[src/hw/rtl/assert_macros.svh]
`ifndef ASSERT_MACROS_SVH
`define ASSERT_MACROS_SVH

// same-cycle implication, checked out of reset
`define ASSERT_IMPLIES(label, clk, rstn, pre, post) \
    label: assert property (@(posedge clk) disable iff (!(rstn)) (pre) |-> (post)) \
        else $error("assertion failed");

// next-cycle implication, checked out of reset
`define ASSERT_NEXT(label, clk, rstn, pre, post) \
    label: assert property (@(posedge clk) disable iff (!(rstn)) (pre) |=> (post)) \
        else $error("assertion failed");

`endif

[src/hw/rtl/pssc_pkg.sv]
`timescale 1ns / 1ps
`default_nettype none

package pssc_pkg;

    localparam int PID_W   = 64;
    localparam int IDX_W   = 32;
    localparam int CFG_W   = 32;
    localparam int CYC_W   = 16;
    localparam int CFG_IDX_W = 3;
    localparam int DIV_W   = 32;
    localparam int STEP_W  = $clog2(PID_W);

    localparam logic [CFG_IDX_W-1:0] CFG_SEQ_LENGTH    = 3'd0;
    localparam logic [CFG_IDX_W-1:0] CFG_REPEAT_CYCLES = 3'd1;
    localparam logic [CFG_IDX_W-1:0] CFG_START_MODE    = 3'd2;
    localparam logic [CFG_IDX_W-1:0] CFG_START_DIVISOR = 3'd3;
    localparam logic [CFG_IDX_W-1:0] CFG_START_OFFSET  = 3'd4;

    // status of the bit-serial remainder unit
    typedef struct packed {
        logic busy;
        logic done;
        logic rem_zero;
    } rem_stat_t;

endpackage

`default_nettype wire

[src/hw/rtl/pulse_synced_sequence_start_control.sv]
// flow: input captured, evaluated, then the result registered; a start alignment
//   search adds a 64-step bit-serial remainder of pulse_id + 3 before the result
// a new input is accepted only once the previous item's result is registered;
//   a waiting result does not block the next input
// reset: aresetn synchronous active low; controller idle, counters and pulse
//   history cleared, registers back to defaults (divisor 1)
`timescale 1ns / 1ps
`default_nettype none

`include "assert_macros.svh"

module pulse_synced_sequence_start_control (
    input  wire logic                            aclk,
    input  wire logic                            aresetn,

    input  wire logic                            cfg_we,
    input  wire logic [pssc_pkg::CFG_IDX_W-1:0]  cfg_index,
    input  wire logic [pssc_pkg::CFG_W-1:0]      cfg_data,

    input  wire logic                            s_valid,
    output logic                                 s_ready,
    input  wire logic                            s_start_req,
    input  wire logic                            s_stop_req,
    input  wire logic [pssc_pkg::IDX_W-1:0]      s_seq_index,
    input  wire logic                            s_running_flag,
    input  wire logic [pssc_pkg::PID_W-1:0]      s_pulse_id,
    input  wire logic [pssc_pkg::PID_W-1:0]      s_started_at_pid,
    input  wire logic                            s_load_pending,

    output logic                                 m_valid,
    input  wire logic                            m_ready,
    output logic                                 m_start_req_next,
    output logic                                 m_stop_req_next,
    output logic [pssc_pkg::IDX_W-1:0]           m_seq_index_next,
    output logic [pssc_pkg::IDX_W-1:0]           m_seq_index_global,
    output logic                                 m_running_next,
    output logic [pssc_pkg::PID_W-1:0]           m_started_at_next,
    output logic                                 m_load_seq,
    output logic                                 m_load_pending_next,
    output logic                                 m_enable_events
);
    import pssc_pkg::*;

    typedef enum logic [1:0] {S_IDLE, S_EVAL, S_DIV, S_DONE} fsm_t;

    typedef enum logic [2:0] {
        CS_IDLE    = 3'd0,
        CS_ARMED   = 3'd1,
        CS_RUNNING = 3'd2,
        CS_STARTED = 3'd3,
        CS_STOPPED = 3'd4
    } ctrl_t;

    // configuration
    logic [IDX_W-1:0] seq_length_reg;
    logic [CYC_W-1:0] repeat_cycles_reg;
    logic             start_mode_reg;
    logic [DIV_W-1:0] start_divisor_reg;
    logic [DIV_W-1:0] start_offset_reg;

    // captured item
    logic             in_start_reg;
    logic             in_stop_reg;
    logic [IDX_W-1:0] in_index_reg;
    logic             in_running_reg;
    logic [PID_W-1:0] in_pid_reg;
    logic [PID_W-1:0] in_started_reg;
    logic             in_pending_reg;

    // controller state
    fsm_t             state_reg;
    ctrl_t            ctrl_reg;
    logic [CYC_W-1:0] cycle_count_reg;
    logic [PID_W-1:0] seen_pid_reg;
    logic [PID_W-1:0] aligned_pid_reg;
    logic             aligned_valid_reg;

    // evaluation stage
    ctrl_t            st_pre_reg;
    logic [PID_W-1:0] ahead_reg;
    logic             consec_reg;
    logic [IDX_W-1:0] idx_inc_reg;
    logic             need_div_reg;

    // result register
    logic             m_valid_reg;
    logic             o_start_reg;
    logic             o_stop_reg;
    logic [IDX_W-1:0] o_index_reg;
    logic [IDX_W-1:0] o_global_reg;
    logic             o_running_reg;
    logic [PID_W-1:0] o_started_reg;
    logic             o_load_reg;
    logic             o_pending_reg;
    logic             o_enable_reg;

    logic             in_fire;
    logic             done_fire;
    logic             done_wait;
    logic             active;
    ctrl_t            st_pre;
    logic [PID_W-1:0] ahead;
    logic             need_div;
    logic             div_start;
    rem_stat_t        div_stat;

    ctrl_t            st_fin;
    logic [CYC_W-1:0] cyc_inc;
    logic [PID_W-1:0] ahead_diff;
    logic             capture;
    logic             hit;
    logic             o_start, o_stop, o_running, o_load, o_pending, o_enable;
    logic [IDX_W-1:0] o_index, o_global;
    logic [PID_W-1:0] o_started;
    logic [CYC_W-1:0] cycle_next;
    logic [PID_W-1:0] seen_pid_next;
    logic [PID_W-1:0] aligned_pid_next;
    logic             aligned_valid_next;

    assign s_ready   = (state_reg == S_IDLE);
    assign in_fire   = s_valid && s_ready;
    assign done_fire = (state_reg == S_DONE) && (!m_valid_reg || m_ready);
    assign done_wait = (state_reg == S_DONE) && m_valid_reg;
    assign active    = (seq_length_reg != '0);

    always_ff @(posedge aclk) begin
        if (!aresetn) begin
            seq_length_reg    <= '0;
            repeat_cycles_reg <= '0;
            start_mode_reg    <= 1'b0;
            start_divisor_reg <= DIV_W'(1);
            start_offset_reg  <= '0;
        end else if (cfg_we) begin
            unique case (cfg_index)
                CFG_SEQ_LENGTH:    seq_length_reg    <= cfg_data[IDX_W-1:0];
                CFG_REPEAT_CYCLES: repeat_cycles_reg <= cfg_data[CYC_W-1:0];
                CFG_START_MODE:    start_mode_reg    <= cfg_data[0];
                CFG_START_DIVISOR: start_divisor_reg <= cfg_data[DIV_W-1:0];
                CFG_START_OFFSET:  start_offset_reg  <= cfg_data[DIV_W-1:0];
                default: ;
            endcase
        end
    end

    // request priority: stop, then start while armed or started, then running
    always_comb begin
        if (in_stop_reg) begin
            st_pre = CS_STOPPED;
        end else if (in_start_reg && (ctrl_reg == CS_ARMED || ctrl_reg == CS_STARTED)) begin
            st_pre = CS_STARTED;
        end else if (in_running_reg) begin
            st_pre = CS_RUNNING;
        end else if (ctrl_reg != CS_ARMED) begin
            st_pre = CS_IDLE;
        end else begin
            st_pre = CS_ARMED;
        end
    end

    assign ahead     = in_pid_reg + PID_W'(3);
    assign need_div  = active && (st_pre == CS_STARTED) && start_mode_reg && !aligned_valid_reg;
    assign div_start = (state_reg == S_EVAL) && need_div;

    pssc_rem_serial u_rem (
        .aclk     (aclk),
        .aresetn  (aresetn),
        .start    (div_start),
        .dividend (ahead),
        .divisor  (start_divisor_reg),
        .stat     (div_stat)
    );

    assign cyc_inc    = cycle_count_reg + CYC_W'(1);
    assign ahead_diff = ahead_reg - aligned_pid_reg;
    assign capture    = need_div_reg && div_stat.rem_zero;
    // a fresh capture makes the distance zero
    assign hit = !start_mode_reg ||
                 (capture ? (start_offset_reg == '0)
                          : (ahead_diff == {{(PID_W-DIV_W){1'b0}}, start_offset_reg}));

    always_comb begin
        o_start            = in_start_reg;
        o_stop             = in_stop_reg;
        o_index            = in_index_reg;
        o_global           = in_index_reg;
        o_running          = in_running_reg;
        o_started          = in_started_reg;
        o_load             = 1'b0;
        o_pending          = in_pending_reg;
        o_enable           = 1'b0;
        st_fin             = ctrl_reg;
        cycle_next         = cycle_count_reg;
        seen_pid_next      = seen_pid_reg;
        aligned_pid_next   = aligned_pid_reg;
        aligned_valid_next = aligned_valid_reg;
        if (active) begin
            st_fin = st_pre_reg;
            unique case (st_pre_reg)
                CS_STOPPED: begin
                    o_running          = 1'b0;
                    o_index            = '0;
                    o_global           = '0;
                    o_stop             = 1'b0;
                    cycle_next         = '0;
                    aligned_pid_next   = '0;
                    aligned_valid_next = 1'b0;
                end
                CS_RUNNING: begin
                    o_index  = idx_inc_reg;
                    o_global = idx_inc_reg;
                    o_enable = 1'b1;
                    if (idx_inc_reg >= seq_length_reg) begin
                        cycle_next = cyc_inc;
                        if (repeat_cycles_reg != '0 && cyc_inc >= repeat_cycles_reg) begin
                            st_fin    = CS_STOPPED;
                            o_stop    = 1'b1;
                            o_running = 1'b0;
                            o_enable  = 1'b0;
                        end else begin
                            o_index = '0;
                        end
                    end
                    if (ctrl_reg == CS_STARTED) begin
                        o_started = in_pid_reg + PID_W'(2);
                    end
                end
                CS_STARTED: begin
                    if (capture) begin
                        aligned_pid_next   = ahead_reg;
                        aligned_valid_next = 1'b1;
                    end
                    if (hit) begin
                        o_enable  = 1'b1;
                        o_running = 1'b1;
                        o_start   = 1'b0;
                    end
                end
                default: begin
                    // idle or armed: hand off a pending load, track pulse ids
                    if (in_pending_reg) begin
                        o_load    = 1'b1;
                        o_pending = 1'b0;
                    end
                    st_fin        = consec_reg ? CS_ARMED : CS_IDLE;
                    seen_pid_next = in_pid_reg;
                end
            endcase
        end
    end

    always_ff @(posedge aclk) begin
        if (!aresetn) begin
            state_reg         <= S_IDLE;
            ctrl_reg          <= CS_IDLE;
            cycle_count_reg   <= '0;
            seen_pid_reg      <= '0;
            aligned_pid_reg   <= '0;
            aligned_valid_reg <= 1'b0;
            need_div_reg      <= 1'b0;
            st_pre_reg        <= CS_IDLE;
            m_valid_reg       <= 1'b0;
        end else begin
            if (m_valid_reg && m_ready && !done_fire) begin
                m_valid_reg <= 1'b0;
            end
            unique case (state_reg)
                S_IDLE: begin
                    if (in_fire) begin
                        in_start_reg   <= s_start_req;
                        in_stop_reg    <= s_stop_req;
                        in_index_reg   <= s_seq_index;
                        in_running_reg <= s_running_flag;
                        in_pid_reg     <= s_pulse_id;
                        in_started_reg <= s_started_at_pid;
                        in_pending_reg <= s_load_pending;
                        state_reg      <= S_EVAL;
                    end
                end
                S_EVAL: begin
                    st_pre_reg   <= st_pre;
                    ahead_reg    <= ahead;
                    consec_reg   <= (in_pid_reg == seen_pid_reg + PID_W'(1));
                    idx_inc_reg  <= in_index_reg + IDX_W'(1);
                    need_div_reg <= need_div;
                    state_reg    <= need_div ? S_DIV : S_DONE;
                end
                S_DIV: begin
                    if (div_stat.done) begin
                        state_reg <= S_DONE;
                    end
                end
                S_DONE: begin
                    if (done_fire) begin
                        ctrl_reg          <= st_fin;
                        cycle_count_reg   <= cycle_next;
                        seen_pid_reg      <= seen_pid_next;
                        aligned_pid_reg   <= aligned_pid_next;
                        aligned_valid_reg <= aligned_valid_next;
                        o_start_reg       <= o_start;
                        o_stop_reg        <= o_stop;
                        o_index_reg       <= o_index;
                        o_global_reg      <= o_global;
                        o_running_reg     <= o_running;
                        o_started_reg     <= o_started;
                        o_load_reg        <= o_load;
                        o_pending_reg     <= o_pending;
                        o_enable_reg      <= o_enable;
                        m_valid_reg       <= 1'b1;
                        state_reg         <= S_IDLE;
                    end
                end
                default: state_reg <= S_IDLE;
            endcase
        end
    end

    assign m_valid             = m_valid_reg;
    assign m_start_req_next    = o_start_reg;
    assign m_stop_req_next     = o_stop_reg;
    assign m_seq_index_next    = o_index_reg;
    assign m_seq_index_global  = o_global_reg;
    assign m_running_next      = o_running_reg;
    assign m_started_at_next   = o_started_reg;
    assign m_load_seq          = o_load_reg;
    assign m_load_pending_next = o_pending_reg;
    assign m_enable_events     = o_enable_reg;

    `ASSERT_NEXT(a_accept_eval, aclk, aresetn, in_fire, state_reg == S_EVAL)
    `ASSERT_NEXT(a_hold_done, aclk, aresetn, done_wait && !m_ready, done_wait)
    `ASSERT_IMPLIES(a_div_free, aclk, aresetn, div_start, !div_stat.busy)
    `ASSERT_IMPLIES(a_div_owned, aclk, aresetn, div_stat.busy, state_reg == S_DIV)

endmodule

`default_nettype wire

[src/hw/rtl/pssc_rem_serial.sv]
`timescale 1ns / 1ps
`default_nettype none

`include "assert_macros.svh"

module pssc_rem_serial (
    input  wire logic                        aclk,
    input  wire logic                        aresetn,
    input  wire logic                        start,
    input  wire logic [pssc_pkg::PID_W-1:0]  dividend,
    input  wire logic [pssc_pkg::DIV_W-1:0]  divisor,
    output pssc_pkg::rem_stat_t              stat
);
    import pssc_pkg::*;

    logic [PID_W-1:0]  dvd_reg;
    logic [DIV_W-1:0]  div_reg;
    logic [DIV_W-1:0]  rem_reg;
    logic [STEP_W-1:0] cnt_reg;
    logic              busy_reg;
    logic              done_reg;

    logic [DIV_W:0]    trial;
    logic [DIV_W:0]    diff;
    logic              fits;
    logic [DIV_W-1:0]  rem_next;

    // one quotient bit per cycle, dividend msb first
    assign trial    = {rem_reg, dvd_reg[PID_W-1]};
    assign diff     = trial - {1'b0, div_reg};
    assign fits     = (trial >= {1'b0, div_reg});
    assign rem_next = fits ? diff[DIV_W-1:0] : trial[DIV_W-1:0];

    always_ff @(posedge aclk) begin
        if (!aresetn) begin
            busy_reg <= 1'b0;
            done_reg <= 1'b0;
            cnt_reg  <= '0;
            rem_reg  <= '0;
            div_reg  <= DIV_W'(1);
            dvd_reg  <= '0;
        end else begin
            done_reg <= 1'b0;
            if (start) begin
                busy_reg <= 1'b1;
                cnt_reg  <= STEP_W'(PID_W - 1);
                rem_reg  <= '0;
                dvd_reg  <= dividend;
                div_reg  <= (divisor == '0) ? DIV_W'(1) : divisor;
            end else if (busy_reg) begin
                rem_reg <= rem_next;
                dvd_reg <= {dvd_reg[PID_W-2:0], 1'b0};
                cnt_reg <= cnt_reg - STEP_W'(1);
                if (cnt_reg == '0) begin
                    busy_reg <= 1'b0;
                    done_reg <= 1'b1;
                end
            end
        end
    end

    assign stat.busy     = busy_reg;
    assign stat.done     = done_reg;
    assign stat.rem_zero = (rem_reg == '0);

    `ASSERT_NEXT(a_start_busy, aclk, aresetn, start, busy_reg && !done_reg)
    `ASSERT_IMPLIES(a_rem_bound, aclk, aresetn, busy_reg || done_reg, rem_reg < div_reg)
    `ASSERT_NEXT(a_done_once, aclk, aresetn, done_reg && !start, !done_reg && !busy_reg)

endmodule

`default_nettype wire

[config.mk]
export PLATFORM = sky130hd
export DESIGN_NAME = pulse_synced_sequence_start_control
export DESIGN_NICKNAME = d
export VERILOG_FILES = /design/src/hw/rtl/pssc_pkg.sv /design/src/hw/rtl/pulse_synced_sequence_start_control.sv /design/src/hw/rtl/pssc_rem_serial.sv
export VERILOG_INCLUDE_DIRS = /design/src /design/src/hw/rtl
export SDC_FILE = /design/constraint.sdc
export NUM_CORES = 2
export LEC_CHECK = 0
export ABC_AREA = 1
export BUFFER_PORTS_ARGS = -buffer_cell sky130_fd_sc_hd__buf_2
export CORE_UTILIZATION = 25
export DETAILED_ROUTE_END_ITERATION = 8
export SYNTH_ARGS = -nofsm -noshare
export SYNTH_HDL_FRONTEND = slang
export SYNTH_SLANG_ARGS = --single-unit
[constraint.sdc]
create_clock -name aclk -period 10.1 [get_ports aclk]
set_input_delay 1.01 -clock aclk [delete_from_list [all_inputs] [get_ports aclk]]
set_output_delay 1.01 -clock aclk [all_outputs]
set_load 0.02 [all_outputs]
==> run metrics <==
outcome finished clean; number of antenna-violating nets in the routed design 0; count of port buffers added during placement 339; cell area after synthesis 45000 um2; signal arrival time at the worst endpoint 4710 ps; Worst-path clk slew 70 ps; setup violation total in the final timing report 0; average wire per cell in the routed design 19.1 um; detailed-route via count 40389; adder and majority cell fraction of the synthesized area 4.40%; fraction of post-synthesis cell area in the top cell type by area 26.3%; critical path endpoint category flop; post-detail-place hpwl 129000 um; number of flops mapped to enable cells by yosys 395; final estimated routing congestion in global placement 0.982; M3 GR Usage 2.90%; average footprint of a synthesized cell 7.75 um2; Min-Delay Path Class in -> reg; crit path time final 4260 ps; crit-path cells nand3_1 > nor2_1 > nand2_1 > nor3_1 > nand2_1 > nor2_1 > nand3_1 > nor2_1 > nand4_1 > xor2_1 > inv_1 > ha_1 > nand2_1 > inv_1 > nand3_1 > inv_1 > a21oi_1 > nand3_1 > nand2_1 > nand2_1 > o21ai_0 > inv_1; leading cell types in the layout, fill and taps excluded nand2_1 (1372), inv_1 (874), nor2_1 (482), a21oi_1 (456), dfxtp_1 (404); final-layout setup total negative slack 0 ps; Final Power 9.34 mW; via count normalized by instance count 4.73; setup fix buffers added after clock tree synthesis 0; crit-path most repeated cell nand2_1; peak clock frequency supported by timing 234 MHz; met2 routing resource usage after global routing 28.7%; sequential share of power 43.1%; Placement Rows 155; number of different library cells in the post-synthesis netlist 65; nets 6466; layout overhead on the synthesized area 16.3%; overall global routing resource usage 17.4%; synthesis warning total 0; clock buffers created by TritonCTS 88; wire length of the first global-routing pass 238000 um; switching power share of the total 32.7%; Critical Setup Path Class reg -> reg; part of the total power dissipated in the clock network 36.3%; global routing's busiest layer met2; setup skew after layout 34.4 ps; complex-gate fraction of the synthesized area 11.6%; via count of the first global-routing pass 38035; largest fanout on the critical path 32; largest net degree at the start of global routing 132; power density cells 178 nW/um2; hold bufs inserted after CTS 0; grt met1 use 22.4%; crit-path max cell delay 680 ps; Sink Count 799; Cell Int Power 6.28 mW; share of flip-flops with an asynchronous set or reset 0%; initial detailed-routing violation count 3865; total congestion overflow 0; number of H-tree branching levels 3; Pleak 21.4 nW; number of instances in the synthesized netlist 5808; kind of cell adding the most delay to the critical path simple AND/OR/NAND/NOR gates; Worst setup SP type flop; cell type with the largest total area after synthesis edfxtp_1; CORE AREA 179000 um2; Max Root-Sink Buffers 3; Die Span X 426 um; ranking of synthesized cells by area edfxtp_1 (26%), dfxtp_1 (18%), nand2_1 (11%); clock tree from TritonCTS done; Synth Area in XOR/XNOR 5.67%; y dimension of the die 426 um; Yosys reg bits 799; tightest slew margin relative to the limit 22.1%; Clk Tree Root Cell clkbuf_16; Max Cap Viol 0; initial antenna violation count 17; actual transition at the worst max-transition pin 1170 ps; RSZ-0062 raised after global routing no; Ports 340; final WL 163000 um; worst path bufs/invs 4; cells resized by post-CTS repair 0; initial cell density of the core 25.2%; most common library cell in the layout ignoring fill and taps nand2_1; share of layout cells above drive strength 1 11.3%; clock latency at the later pin of the worst-skew pair 720 ps; Initial DRT Pass Iterations 6; proportion of synthesized area in mux cells 0.764%; part of the cycle the worst path needs 42.2%; slowest cell on the critical path nand2_1; number of hold violations in the final report 0; main flop type after synthesis dfxtp_1; post-detailed-route DRC marker count 0; Switch Pwr 3.05 mW; area of the die 182000 um2; post-synthesis simple-gate area fraction 24.1%; VDD IR max 0.000147 V; final number of max-transition violations 0; fraction of the yosys area taken by sequential cells 44.3%; syn_nets 6169; data required time at the worst endpoint 10550 ps; dominant combinational cell family by area after synthesis simple AND/OR/NAND/NOR gates; combinational group share of total power 20.6%
layout make-up:
class / instances / area (um2)
Timing Repair Buffer: 372 / 1960
Inverter: 929 / 3490
Fill cell: 19105 / 126000
Sequential cell: 799 / 19900
Antenna cell: 5 / 12.5
Multi-Input combinational cell: 3915 / 21000
Tap cell: 2355 / 2950
Clock buffer: 117 / 2410
Clock inverter: 47 / 573
cell families after synthesis:
kind of cell / Yosys count
fa+ha+maj: 157
simple gates: 2474
xor+xnor: 275
buf+inv: 1094
mux: 31
flops: 799
compound gates: 978
final timing paths:
kind | slack (ps) | from | cells after the start | endpoint
setup / recovery | 5840 | cycle_count_reg[0] | 22 | m_seq_index_next[2]
hold / removal | 460 | s_pulse_id[12] | 1 | in_pid_reg[12]
setup reg to reg | 5840 | cycle_count_reg[0] | 22 | m_seq_index_next[2]
hold reg to reg | 460 | aligned_pid_reg[2] | 2 | aligned_pid_reg[2]
Yosys cell counts (3+ instances only):
| master | instances |
|---|---|
| mux2_2 | 26 |
| o21a_1 | 12 |
| nor4_2 | 16 |
| a21boi_0 | 3 |
| mux2i_1 | 4 |
| nand4_1 | 77 |
| nand3_1 | 236 |
| nand2_2 | 14 |
| nor4_1 | 67 |
| a21oi_1 | 456 |
| inv_1 | 876 |
| a21o_1 | 11 |
| nand3_2 | 4 |
| nor2_4 | 15 |
| o22ai_1 | 29 |
| nor2_1 | 488 |
| nor3_2 | 16 |
| edfxtp_1 | 395 |
| or2_2 | 10 |
| o21bai_1 | 10 |
| o21ai_1 | 9 |
| buf_1 | 6 |
| nand2_1 | 1375 |
| nand3b_1 | 22 |
| a211oi_1 | 7 |
| dfxtp_1 | 404 |
| a31oi_1 | 34 |
| inv_2 | 45 |
| o21ai_0 | 363 |
| nor2_2 | 16 |
| nand4_2 | 3 |
| clkbuf_1 | 133 |
| xnor2_1 | 45 |
| nor3_1 | 93 |
| xnor3_1 | 9 |
| and3_1 | 5 |
| o211ai_1 | 16 |
| xor2_1 | 219 |
| clkinv_1 | 7 |
| ha_1 | 155 |
| buf_2 | 25 |
| nor4_4 | 3 |
| o221ai_1 | 20 |
layer usage:
metal  routed length, um  part of all wire [%]  vias up
met4                6650                   4.1       18
met3               10300                   6.3      317
met5                 103                 0.063        -
li1                    -                     -    19615
met1               70200                    43    19020
met2               75800                    46     1419
worst reg2reg max path: cells and delay by family, from the launching register on:
family	cells	cell delay (ps)
and+or+nand+nor	14	2330
adders and majority gates	1	290
DFF	1	400
xor gates and xnor gates	1	140
buffers and inverters	4	230
AOI/OAI and AO/OA	2	620
power by group through the flow:
stage / sequential, mW / clock (mW) / combinational [mW]
4_1_cts: 4.02 / 3.46 / 1.91
2_1_floorplan: 4.03 / 0 / 1.20
3_5_place_dp: 4.09 / 0 / 1.90
3_3_place_gp: 4.08 / 0 / 1.89
5_1_grt: 4.04 / 3.58 / 2.11
6_report: 4.03 / 3.39 / 1.92
per-stage QoR:
stage	setup slack, ps	hold slack, ps	util, %	instance area (um2)	instances
2_1_floorplan	746	433	-	45000	5808
3_3_place_gp	5940	452	27.6	49400	8370
4_1_cts	5880	402	29.3	52300	8534
3_5_place_dp	5860	454	27.6	49400	8370
5_1_grt	5360	425	29.3	52400	8539
6_report	5840	455	29.3	52400	8539
Note: power is estimated with default switching activity, not from simulation.
